`config.mk`:
```
export PLATFORM = sky130hd
export DESIGN_NAME = btree_minimum_separator_top
export DESIGN_NICKNAME = d
export VERILOG_FILES = /design/src/sv/bmsep_pkg.sv /design/src/sv/bmsep_front.sv /design/src/sv/bmsep_cmdq.sv /design/src/sv/bmsep_back.sv /design/src/sv/btree_minimum_separator_top.sv
export VERILOG_INCLUDE_DIRS = /design/src /design/src/sv
export SDC_FILE = /design/constraint.sdc
export NUM_CORES = 2
export LEC_CHECK = 0
export BUFFER_PORTS_ARGS = -buffer_cell sky130_fd_sc_hd__clkbuf_2
export CAP_MARGIN = 0
export CELL_PAD_IN_SITES_DETAIL_PLACEMENT = 1
export CELL_PAD_IN_SITES_GLOBAL_PLACEMENT = 2
export CORE_ASPECT_RATIO = 0.9
export CORE_UTILIZATION = 52
export CTS_BUF_LIST = sky130_fd_sc_hd__clkbuf_4 sky130_fd_sc_hd__clkbuf_8
export CTS_CLUSTER_DIAMETER = 60
export DETAILED_ROUTE_END_ITERATION = 10
export PLACE_DENSITY = 0.95
export SLEW_MARGIN = 20
export SYNTH_ARGS = -nofsm -noshare
export SYNTH_HDL_FRONTEND = slang
export SYNTH_HIERARCHICAL = 1
export SYNTH_SLANG_ARGS = --single-unit
```
`constraint.sdc`:
```
create_clock -name clk -period 8.8 [get_ports clk]
set_input_delay 0 -clock clk [delete_from_list [all_inputs] [get_ports clk]]
set_output_delay 0 -clock clk [all_outputs]
set_load 0.01 [all_outputs]
```
`src/sv/btree_minimum_separator_top_defines.svh`:
```
// Assertion macros for the btree minimum separator block.
// Used by btree_minimum_separator_top; relies on clk and rst_n in scope.
`ifndef BTREE_MINIMUM_SEPARATOR_TOP_DEFINES_SVH
`define BTREE_MINIMUM_SEPARATOR_TOP_DEFINES_SVH
`ifndef SYNTHESIS
`define BMSEP_ASSERT_IMP(lbl, ante, cons, msg) \
  lbl: assert property (@(posedge clk) disable iff (!rst_n) (ante) |-> (cons)) \
    else $error(msg);
`define BMSEP_ASSERT_NXT(lbl, ante, cons, msg) \
  lbl: assert property (@(posedge clk) disable iff (!rst_n) (ante) |=> (cons)) \
    else $error(msg);
`else
`define BMSEP_ASSERT_IMP(lbl, ante, cons, msg)
`define BMSEP_ASSERT_NXT(lbl, ante, cons, msg)
`endif
`endif

```
`src/sv/bmsep_pkg.sv`:
```
// Shared types and constants for the btree minimum separator block.
// No dependencies; used by every module of the block.
`timescale 1ns / 1ps
`default_nettype none

package bmsep_pkg;

  localparam int MAX_KEY_BYTES = 64;
  localparam int CMDQ_DEPTH    = 2;
  localparam int SEP_LEN_W     = 7;

  // One classified input word on its way from front to back.
  typedef struct packed {
    logic       is_right;
    logic       restart;
    logic       key_end;
    logic       key_empty;
    logic [7:0] key_byte;
  } cmd_t;

  typedef struct packed {
    logic [7:0]           sep_byte;
    logic                 sep_last;
    logic [SEP_LEN_W-1:0] sep_length;
    logic                 sep_empty;
    logic                 used_left;
  } res_t;

  typedef enum logic [2:0] {
    BK_IDLE,
    BK_SCAN,
    BK_CMP,
    BK_EMIT_RD,
    BK_EMIT_WR
  } back_state_t;

endpackage

`default_nettype wire

```
`src/sv/bmsep_front.sv`:
```
// Front end: accepts input words, tracks left key completion, classifies.
// Depends on bmsep_pkg.
`timescale 1ns / 1ps
`default_nettype none

module bmsep_front (
  input  wire logic            clk,
  input  wire logic            rst_n,
  input  wire logic            in_tvalid,
  output logic                 in_tready,
  input  wire logic            in_kind,
  input  wire logic [7:0]      in_key_byte,
  input  wire logic            in_key_last,
  input  wire logic            in_key_empty,
  output logic                 push_valid,
  input  wire logic            push_ready,
  output bmsep_pkg::cmd_t      push_cmd
);

  logic left_done_r;
  logic left_done_nxt;
  logic accept;
  logic key_end;

  assign in_tready  = push_ready;
  assign accept     = in_tvalid & push_ready;
  assign push_valid = in_tvalid;
  assign key_end    = in_key_last | in_key_empty;

  always_comb begin
    push_cmd.is_right  = in_kind;
    // a left word after a finished left key drops the pending pair
    push_cmd.restart   = ~in_kind & left_done_r;
    push_cmd.key_end   = key_end;
    push_cmd.key_empty = in_key_empty;
    push_cmd.key_byte  = in_key_byte;
  end

  always_comb begin
    left_done_nxt = left_done_r;
    if (accept) begin
      if (in_kind) begin
        // end of right key emits a separator and starts over
        left_done_nxt = ~key_end;
      end else begin
        left_done_nxt = key_end;
      end
    end
  end

  always_ff @(posedge clk) begin
    if (!rst_n) begin
      left_done_r <= 1'b0;
    end else begin
      left_done_r <= left_done_nxt;
    end
  end

endmodule

`default_nettype wire

```
`src/sv/bmsep_cmdq.sv`:
```
// Short command queue between front and back ends.
// Depends on bmsep_pkg (cmd_t, CMDQ_DEPTH).
`timescale 1ns / 1ps
`default_nettype none

module bmsep_cmdq (
  input  wire logic            clk,
  input  wire logic            rst_n,
  input  wire logic            push_valid,
  output logic                 push_ready,
  input  wire bmsep_pkg::cmd_t push_cmd,
  output logic                 pop_valid,
  input  wire logic            pop_ready,
  output bmsep_pkg::cmd_t      pop_cmd
);

  localparam int DEPTH = bmsep_pkg::CMDQ_DEPTH;
  localparam int PTR_W = (DEPTH > 1) ? $clog2(DEPTH) : 1;
  localparam int CNT_W = $clog2(DEPTH + 1);

  bmsep_pkg::cmd_t  slot_r [DEPTH];
  logic [PTR_W-1:0] wr_ptr_r, wr_ptr_nxt;
  logic [PTR_W-1:0] rd_ptr_r, rd_ptr_nxt;
  logic [CNT_W-1:0] count_r, count_nxt;
  logic             do_push;
  logic             do_pop;

  assign push_ready = (count_r != CNT_W'(DEPTH));
  assign pop_valid  = (count_r != '0);
  assign pop_cmd    = slot_r[rd_ptr_r];
  assign do_push    = push_valid & push_ready;
  assign do_pop     = pop_valid & pop_ready;

  always_comb begin
    wr_ptr_nxt = wr_ptr_r;
    rd_ptr_nxt = rd_ptr_r;
    count_nxt  = count_r;
    if (do_push) begin
      wr_ptr_nxt = (wr_ptr_r == PTR_W'(DEPTH - 1)) ? '0 : wr_ptr_r + PTR_W'(1);
    end
    if (do_pop) begin
      rd_ptr_nxt = (rd_ptr_r == PTR_W'(DEPTH - 1)) ? '0 : rd_ptr_r + PTR_W'(1);
    end
    if (do_push && !do_pop) begin
      count_nxt = count_r + CNT_W'(1);
    end else if (do_pop && !do_push) begin
      count_nxt = count_r - CNT_W'(1);
    end
  end

  always_ff @(posedge clk) begin
    if (do_push) begin
      slot_r[wr_ptr_r] <= push_cmd;
    end
  end

  always_ff @(posedge clk) begin
    if (!rst_n) begin
      wr_ptr_r <= '0;
      rd_ptr_r <= '0;
      count_r  <= '0;
    end else begin
      wr_ptr_r <= wr_ptr_nxt;
      rd_ptr_r <= rd_ptr_nxt;
      count_r  <= count_nxt;
    end
  end

endmodule

`default_nettype wire

```
`src/sv/bmsep_back.sv`:
```
// Back end: key stores, prefix scan, separator choice and byte emission.
// Depends on bmsep_pkg (cmd_t, res_t, back_state_t).
`timescale 1ns / 1ps
`default_nettype none

module bmsep_back #(
  parameter int MAX_KEY_BYTES = bmsep_pkg::MAX_KEY_BYTES
) (
  input  wire logic            clk,
  input  wire logic            rst_n,
  input  wire logic            cmd_valid,
  output logic                 cmd_ready,
  input  wire bmsep_pkg::cmd_t cmd,
  output logic                 out_valid,
  input  wire logic            out_ready,
  output bmsep_pkg::res_t      out_res
);

  localparam int CNT_W  = $clog2(MAX_KEY_BYTES + 1);
  localparam int ADDR_W = (MAX_KEY_BYTES > 1) ? $clog2(MAX_KEY_BYTES) : 1;

  logic [7:0] left_mem  [MAX_KEY_BYTES];
  logic [7:0] right_mem [MAX_KEY_BYTES];

  bmsep_pkg::back_state_t state_r, state_nxt;
  logic [CNT_W-1:0]  lc_r, lc_nxt;
  logic [CNT_W-1:0]  rc_r, rc_nxt;
  logic [CNT_W-1:0]  p_r, p_nxt;
  logic [CNT_W-1:0]  idx_r, idx_nxt;
  logic              use_left_r, use_left_nxt;
  logic              out_valid_r, out_valid_nxt;
  bmsep_pkg::res_t   out_res_r, out_res_nxt;

  logic              l_we, r_we;
  logic [ADDR_W-1:0] wr_addr;
  logic [7:0]        wr_data;
  logic              rd_en;
  logic [ADDR_W-1:0] rd_addr;
  logic [7:0]        l_rd_r, r_rd_r;

  logic [CNT_W-1:0]  lim;
  logic [CNT_W-1:0]  sep_len;
  logic [CNT_W-1:0]  left_base;
  logic              out_free;
  logic              idx_last;

  assign lim       = (lc_r < rc_r) ? lc_r : rc_r;
  assign sep_len   = use_left_r ? lc_r : p_r + CNT_W'(1);
  assign left_base = cmd.restart ? '0 : lc_r;
  assign out_free  = ~out_valid_r | out_ready;
  assign idx_last  = ((idx_r + CNT_W'(1)) == sep_len);

  assign out_valid = out_valid_r;
  assign out_res   = out_res_r;

  // next state
  always_comb begin
    state_nxt = state_r;
    unique case (state_r)
      bmsep_pkg::BK_IDLE: begin
        if (cmd_valid && cmd.is_right && cmd.key_end) begin
          state_nxt = bmsep_pkg::BK_SCAN;
        end
      end
      bmsep_pkg::BK_SCAN: begin
        state_nxt = (p_r == lim) ? bmsep_pkg::BK_EMIT_RD : bmsep_pkg::BK_CMP;
      end
      bmsep_pkg::BK_CMP: begin
        state_nxt = (l_rd_r == r_rd_r) ? bmsep_pkg::BK_SCAN : bmsep_pkg::BK_EMIT_RD;
      end
      bmsep_pkg::BK_EMIT_RD: begin
        state_nxt = bmsep_pkg::BK_EMIT_WR;
      end
      bmsep_pkg::BK_EMIT_WR: begin
        if (out_free) begin
          if (sep_len == '0 || idx_last) begin
            state_nxt = bmsep_pkg::BK_IDLE;
          end else begin
            state_nxt = bmsep_pkg::BK_EMIT_RD;
          end
        end
      end
      default: state_nxt = bmsep_pkg::BK_IDLE;
    endcase
  end

  // datapath and handshake outputs
  always_comb begin
    cmd_ready     = 1'b0;
    l_we          = 1'b0;
    r_we          = 1'b0;
    wr_addr       = '0;
    wr_data       = cmd.key_byte;
    rd_en         = 1'b0;
    rd_addr       = p_r[ADDR_W-1:0];
    lc_nxt        = lc_r;
    rc_nxt        = rc_r;
    p_nxt         = p_r;
    idx_nxt       = idx_r;
    use_left_nxt  = use_left_r;
    out_res_nxt   = out_res_r;
    out_valid_nxt = out_valid_r & ~out_ready;
    unique case (state_r)
      bmsep_pkg::BK_IDLE: begin
        cmd_ready = 1'b1;
        p_nxt     = '0;
        idx_nxt   = '0;
        if (cmd_valid) begin
          if (cmd.is_right) begin
            wr_addr = rc_r[ADDR_W-1:0];
            if (cmd.key_empty) begin
              rc_nxt = '0;
            end else if (rc_r < CNT_W'(MAX_KEY_BYTES)) begin
              r_we   = 1'b1;
              rc_nxt = rc_r + CNT_W'(1);
            end
          end else begin
            wr_addr = left_base[ADDR_W-1:0];
            if (cmd.restart) begin
              rc_nxt = '0;
            end
            if (cmd.key_empty) begin
              lc_nxt = '0;
            end else if (left_base < CNT_W'(MAX_KEY_BYTES)) begin
              l_we   = 1'b1;
              lc_nxt = left_base + CNT_W'(1);
            end else begin
              lc_nxt = left_base;
            end
          end
        end
      end
      bmsep_pkg::BK_SCAN: begin
        if (p_r == lim) begin
          // one key is a prefix of the other: right wins only if longer
          use_left_nxt = (rc_r <= lc_r);
        end else begin
          rd_en = 1'b1;
        end
      end
      bmsep_pkg::BK_CMP: begin
        if (l_rd_r == r_rd_r) begin
          p_nxt = p_r + CNT_W'(1);
        end else begin
          use_left_nxt = (r_rd_r < l_rd_r);
        end
      end
      bmsep_pkg::BK_EMIT_RD: begin
        rd_en   = 1'b1;
        rd_addr = idx_r[ADDR_W-1:0];
      end
      bmsep_pkg::BK_EMIT_WR: begin
        if (out_free) begin
          out_valid_nxt          = 1'b1;
          out_res_nxt.used_left  = use_left_r;
          out_res_nxt.sep_length = bmsep_pkg::SEP_LEN_W'(sep_len);
          if (sep_len == '0) begin
            out_res_nxt.sep_byte  = '0;
            out_res_nxt.sep_last  = 1'b1;
            out_res_nxt.sep_empty = 1'b1;
          end else begin
            out_res_nxt.sep_byte  = use_left_r ? l_rd_r : r_rd_r;
            out_res_nxt.sep_last  = idx_last;
            out_res_nxt.sep_empty = 1'b0;
          end
          if (sep_len == '0 || idx_last) begin
            lc_nxt = '0;
            rc_nxt = '0;
          end else begin
            idx_nxt = idx_r + CNT_W'(1);
          end
        end
      end
      default: begin
        out_valid_nxt = out_valid_r & ~out_ready;
      end
    endcase
  end

  always_ff @(posedge clk) begin
    if (l_we) begin
      left_mem[wr_addr] <= wr_data;
    end
    if (r_we) begin
      right_mem[wr_addr] <= wr_data;
    end
    if (rd_en) begin
      l_rd_r <= left_mem[rd_addr];
      r_rd_r <= right_mem[rd_addr];
    end
  end

  always_ff @(posedge clk) begin
    p_r        <= p_nxt;
    idx_r      <= idx_nxt;
    use_left_r <= use_left_nxt;
    out_res_r  <= out_res_nxt;
  end

  always_ff @(posedge clk) begin
    if (!rst_n) begin
      state_r     <= bmsep_pkg::BK_IDLE;
      lc_r        <= '0;
      rc_r        <= '0;
      out_valid_r <= 1'b0;
    end else begin
      state_r     <= state_nxt;
      lc_r        <= lc_nxt;
      rc_r        <= rc_nxt;
      out_valid_r <= out_valid_nxt;
    end
  end

endmodule

`default_nettype wire

```
`src/sv/btree_minimum_separator_top.sv`:
```
// Shortest separator between a left and a right B-tree key.
//
// Input stream: one word per key byte. in_tuser selects the key (0 left,
// 1 right), in_tlast ends the key, in_tdata carries the byte and an
// empty-key flag. When the right key ends, the block emits the separator
// on the output stream one byte per word, out_tlast on the final word; an
// empty separator is a single word with the empty flag set.
// Throughput: a front end classifies words into a two-entry command queue,
// so input words are taken one per cycle while the queue has room. The back
// end loads one byte per cycle while idle; at the end of a right key it
// scans the keys, each byte by a registered key store read (SCAN) and
// then a compare (CMP), then emits each separator byte by a key store
// read (EMIT_RD) and an output register write (EMIT_WR), and takes no new
// command until the last separator byte is in the output register.
// Reset clears the queue, the key lengths and the output valid flag; the key
// stores are not cleared. A stalled receiver holds the output word; the
// back end waits and the queue fills, after which in_tready drops.
`timescale 1ns / 1ps
`default_nettype none
`include "btree_minimum_separator_top_defines.svh"

module btree_minimum_separator_top #(
  parameter int MAX_KEY_BYTES = bmsep_pkg::MAX_KEY_BYTES
) (
  input  wire logic        clk,
  input  wire logic        rst_n,
  input  wire logic        in_tvalid,
  output logic             in_tready,
  input  wire logic [15:0] in_tdata,   // [7:0] key_byte, [8] key_empty, [15:9] zero
  input  wire logic        in_tlast,   // key_last
  input  wire logic [0:0]  in_tuser,   // [0] kind
  output logic             out_tvalid,
  input  wire logic        out_tready,
  output logic [15:0]      out_tdata,  // [7:0] sep_byte, [14:8] sep_length, [15] sep_empty
  output logic             out_tlast,  // sep_last
  output logic [0:0]       out_tuser   // [0] used_left
);

  logic            push_valid;
  logic            push_ready;
  bmsep_pkg::cmd_t push_cmd;
  logic            cmd_valid;
  logic            cmd_ready;
  bmsep_pkg::cmd_t cmd;
  bmsep_pkg::res_t res;

  bmsep_front u_front (
    .clk          (clk),
    .rst_n        (rst_n),
    .in_tvalid    (in_tvalid),
    .in_tready    (in_tready),
    .in_kind      (in_tuser[0]),
    .in_key_byte  (in_tdata[7:0]),
    .in_key_last  (in_tlast),
    .in_key_empty (in_tdata[8]),
    .push_valid   (push_valid),
    .push_ready   (push_ready),
    .push_cmd     (push_cmd)
  );

  bmsep_cmdq u_cmdq (
    .clk        (clk),
    .rst_n      (rst_n),
    .push_valid (push_valid),
    .push_ready (push_ready),
    .push_cmd   (push_cmd),
    .pop_valid  (cmd_valid),
    .pop_ready  (cmd_ready),
    .pop_cmd    (cmd)
  );

  bmsep_back #(
    .MAX_KEY_BYTES (MAX_KEY_BYTES)
  ) u_back (
    .clk       (clk),
    .rst_n     (rst_n),
    .cmd_valid (cmd_valid),
    .cmd_ready (cmd_ready),
    .cmd       (cmd),
    .out_valid (out_tvalid),
    .out_ready (out_tready),
    .out_res   (res)
  );

  assign out_tdata = {res.sep_empty, res.sep_length, res.sep_byte};
  assign out_tlast = res.sep_last;
  assign out_tuser = res.used_left;

  `BMSEP_ASSERT_IMP(a_empty_word_shape, out_tvalid && res.sep_empty,
    res.sep_last && (res.sep_length == '0), "empty separator word malformed")
  `BMSEP_ASSERT_IMP(a_right_never_empty, out_tvalid && !res.used_left,
    !res.sep_empty && (res.sep_length != '0), "right-key separator is empty")
  `BMSEP_ASSERT_IMP(a_stall_means_queued, !in_tready, cmd_valid,
    "input stalled with empty command queue")

endmodule

`default_nettype wire
```
==> impl_metrics.env <==
export IMPL_drt_iter0_markers=3670
export IMPL_routedWlPerCell_um=28.88
export IMPL_min_period_ns=5.104
export IMPL_maxSlewHeadroom=0.08403
export IMPL_place_ws_ns=3.963
export IMPL_netlist_instances=3265
export IMPL_power_density_nw_per_um2=301.8
export IMPL_syn_to_final_growth_pct=10.29
export IMPL_worstReg2RegEnd="u_back/l_rd_r[5]$_DFFE_PP_"
export IMPL_ff2ff_path_depth=7
export IMPL_crit_path_end="u_back/l_rd_r[5]$_DFFE_PP_"
export IMPL_crit_path_end_kind="register"
export IMPL_fin_crit_sh=0.5800
export IMPL_yosysWarnings=6
export IMPL_worst_path_largest_cell_delay_ns=1.11
export IMPL_antenna_found_initial=1
export IMPL_die_x_um=315.3
export IMPL_clk_path_buf_depth=3
export IMPL_worst_pin_slew_ns=1.356
export IMPL_setup_tns_final_ns=0
export IMPL_cp_start_kind="register"
export IMPL_grt_pass1_wl_um=195400
export IMPL_r2r_slack_ns=3.70
export IMPL_cts_resized=0
export IMPL_synth_main_ff_cell="edfxtp_1"
export IMPL_clock_skew_ns=0.04118
export IMPL_grt_pass1_vias=30850
export IMPL_fin_cells=4588
export IMPL_r2r_start="u_back/state_r[1]$_SDFFE_PN0P_"
export IMPL_clockRootBuffer="clkbuf_8"
export IMPL_core_um2=87630
export IMPL_grt_max_degree=202
export IMPL_cts_tree="yes"
export IMPL_crit_chain="nand3b_1 -> mux2i_4 -> buf_4 -> buf_4 -> a311oi_1 -> o41ai_1 -> nand4_1"
export IMPL_ios=42
export IMPL_cp_required_ns=9.34
export IMPL_rsz0062_at_grt="no"
export IMPL_setup_viol=0
export IMPL_synth_largest_area_cell="edfxtp_1"
export IMPL_cts_sinks=1121
export IMPL_dp_cells=4248
export IMPL_hold_slack_ns=0.08096
export IMPL_nNetsFinal=3339
export IMPL_path_common_cell="buf_4"
export IMPL_overflow=0
export IMPL_yosysTopAreaCellShare=0.7171
export IMPL_insertion_delay_ns=0.86
export IMPL_crit_start="u_back/state_r[1]$_SDFFE_PN0P_"
export IMPL_synth_cell_types=68
export IMPL_synth_common_cells="edfxtp_1 (1,097), nand2_1 (562), a211oi_1 (260)"
export IMPL_synth_edf_count=1097
export IMPL_fin_ws_ns=3.696
export IMPL_synth_compound_area_share=0.1166
export IMPL_max_freq_mhz=195.9
export IMPL_hold_viol=0
export IMPL_start_util=0.5242
export IMPL_rows=103
export IMPL_ys_seq_area_frac=0.7276
export IMPL_dieArea_um2=89530
export IMPL_grt_total_usage=0.2945
export IMPL_ys_top_cells_by_area="edfxtp_1 (72%), a311oi_1 (4.9%), nand2_1 (4.6%)"
export IMPL_avgViaCountPerCell=6.482
export IMPL_leakagePower_nw=16.22
export IMPL_synth_xor_area_frac=0.004195
export IMPL_dp_hpwl_um=76350
export IMPL_cts_buffers=173
export IMPL_status="completed"
export IMPL_cp_slowest_cell="o41ai_1"
export IMPL_port_buffers=34
export IMPL_post_route_util=0.5781
export IMPL_min_path_type="input port to register"
export IMPL_path_clk_slew_ns=0.06
export IMPL_worstSetupPathType="register to register"
export IMPL_stdcell_area_um2=50660
export IMPL_dieHeight_um=284.0
export IMPL_cp_data_arrival_time_ns=5.65
export IMPL_drv_slew=0
export IMPL_drv_cap=0
export IMPL_routed_wl_um=132500
export IMPL_ir_drop_mv=0.2700
export IMPL_power_mw=15.29
export IMPL_synth_seq_cells=1121
export IMPL_yosys_area_share_simple=0.1118
export IMPL_h_tree_depth=4
export IMPL_drive_gt1_frac=0.1177
export IMPL_muxShareOfSynthArea=0.009097
export IMPL_yosysMostFrequentCell="edfxtp_1"
export IMPL_mappedNetlistArea_um2=45940
export IMPL_detail_route_first_pass_iterations=5
export IMPL_synth_top_family_by_area="compound AO/OA/AOI/OAI gates"
export IMPL_synthesis_nets=3307
export IMPL_gp_congestion=0.8479
export IMPL_path_max_fanout=61
export IMPL_async_reset_ff_frac=0
export IMPL_route_detailed_drc=0
export IMPL_synth_area_per_cell_um2=14.07
export IMPL_final_antenna_net_count=0
export IMPL_synth_fa_ha_area_frac=0.005448
export IMPL_vias=29740
export IMPL_postPlaceCellArea_um2=46970
per-layer routing:
layer | part of all wire | routed length [um] | vias to the layer above | track usage
li1 | - | - | 12650 | -
met5 | 0 | 0 | - | 0
met3 | 0.082 | 10800 | 293 | 0.05919
met1 | 0.39 | 51950 | 15300 | 0.3888
met2 | 0.49 | 64980 | 1503 | 0.4752
met4 | 0.036 | 4746 | 0 | 0.1261
where the power goes:
group / internal, mW / leakage (nW) / total (mW) / switching [mW]
sequential: 6.46 / 10.1 / 6.60 / 0.148
combinational: 1.10 / 4.35 / 4.42 / 3.32
clock: 2.23 / 1.77 / 4.27 / 2.04
total: 9.79 / 16.2 / 15.3 / 5.50
how the worst min path moves through the flow:
| stage | startpoint | end | slack, ns | depth (start not counted) |
|---|---|---|---|---|
| 2_1_floorplan | rst_n | register | 0.12 | 1 |
| 3_3_place_gp | in_tdata[3] | u_cmdq/slot_r[0][3]$_DFFE_PP_ | 0.19 | 1 |
| 3_5_place_dp | in_tdata[2] | u_cmdq/slot_r[1][2]$_DFFE_PP_ | 0.20 | 1 |
| 4_1_cts | in_tuser | u_cmdq/slot_r[0][10]$_DFFE_PP_ | 0.004 | 3 |
| 5_1_grt | in_tlast | u_cmdq/slot_r[1][9]$_DFFE_PP_ | 0.08 | 3 |
| 6_report | in_tuser | u_cmdq/slot_r[0][10]$_DFFE_PP_ | 0.08 | 3 |
cells by family after synthesis:
group                    count (synthesis)
multiplexers                            39
AND/OR/NAND/NOR                       1113
buffers and inverters                  279
flip-flops                            1121
XOR/XNOR                                22
adder cells (fa/ha/maj)                 20
AO/OA/AOI/OAI                          671
registers in the layout (all words and copies together) (netlist names), 8 cells and up, named ones only:
name              flops
u_back/l_rd_r         8
u_back/right_mem    512
u_back/left_mem     512
u_back/out_res       18
u_cmdq/slot_r        24
u_back/r_rd_r         8
cells in the final DEF (no fill, tap or decap), drive strengths merged, types with 3 or more instances in the layout:
cell and instances:
clkinvlp 6, ha 20, mux2 16, nor3 18, nand2 562, and2 267, mux2i 23, inv 31
nand3 19, a21oi 24, o21a 9, dfxtp 24, clkbuf 288, nand2b 8, or3 6, a31oi 5
edfxtp 1097, o22ai 3, clkinv 48, nor2 173, buf 45, nand3b 4, o31ai 4, nor4 3
and3 4, a211oi 260, o32ai 3, dlygate4sd3 27, xnor2 15, nor2b 11, o41ai 64, nand4 23
o21ai 22, xor2 7, a311oi 259, or2 6
final cells by class:
cell class / count / area (um^2)
Antenna cell: 1 / 2.502
Timing Repair Buffer: 106 / 855.8
Clock buffer: 254 / 3039
Clock inverter: 56 / 286.5
Inverter: 30 / 112.6
Tap cell: 1155 / 1445
Multi-Input combinational cell: 1865 / 11500
Fill cell: 8302 / 36970
Sequential cell: 1121 / 33420
critical path, delay by kind of cell, from the launching register on:
family                 cells  cell delay, ns
AO/OA/AOI/OAI              2            1.29
buffers and inverters      2            1.20
multiplexers               1            0.93
AND/OR/NAND/NOR            2            0.77
flip-flops                 1            0.54
what timing repair did:
action	in CTS	in global routing
hold buffers	27	0
endpoints found under the hold margin	90	0
setup endpoints to repair	0	0
buffers inserted	0	0
(Power assumes the default switching activity.)
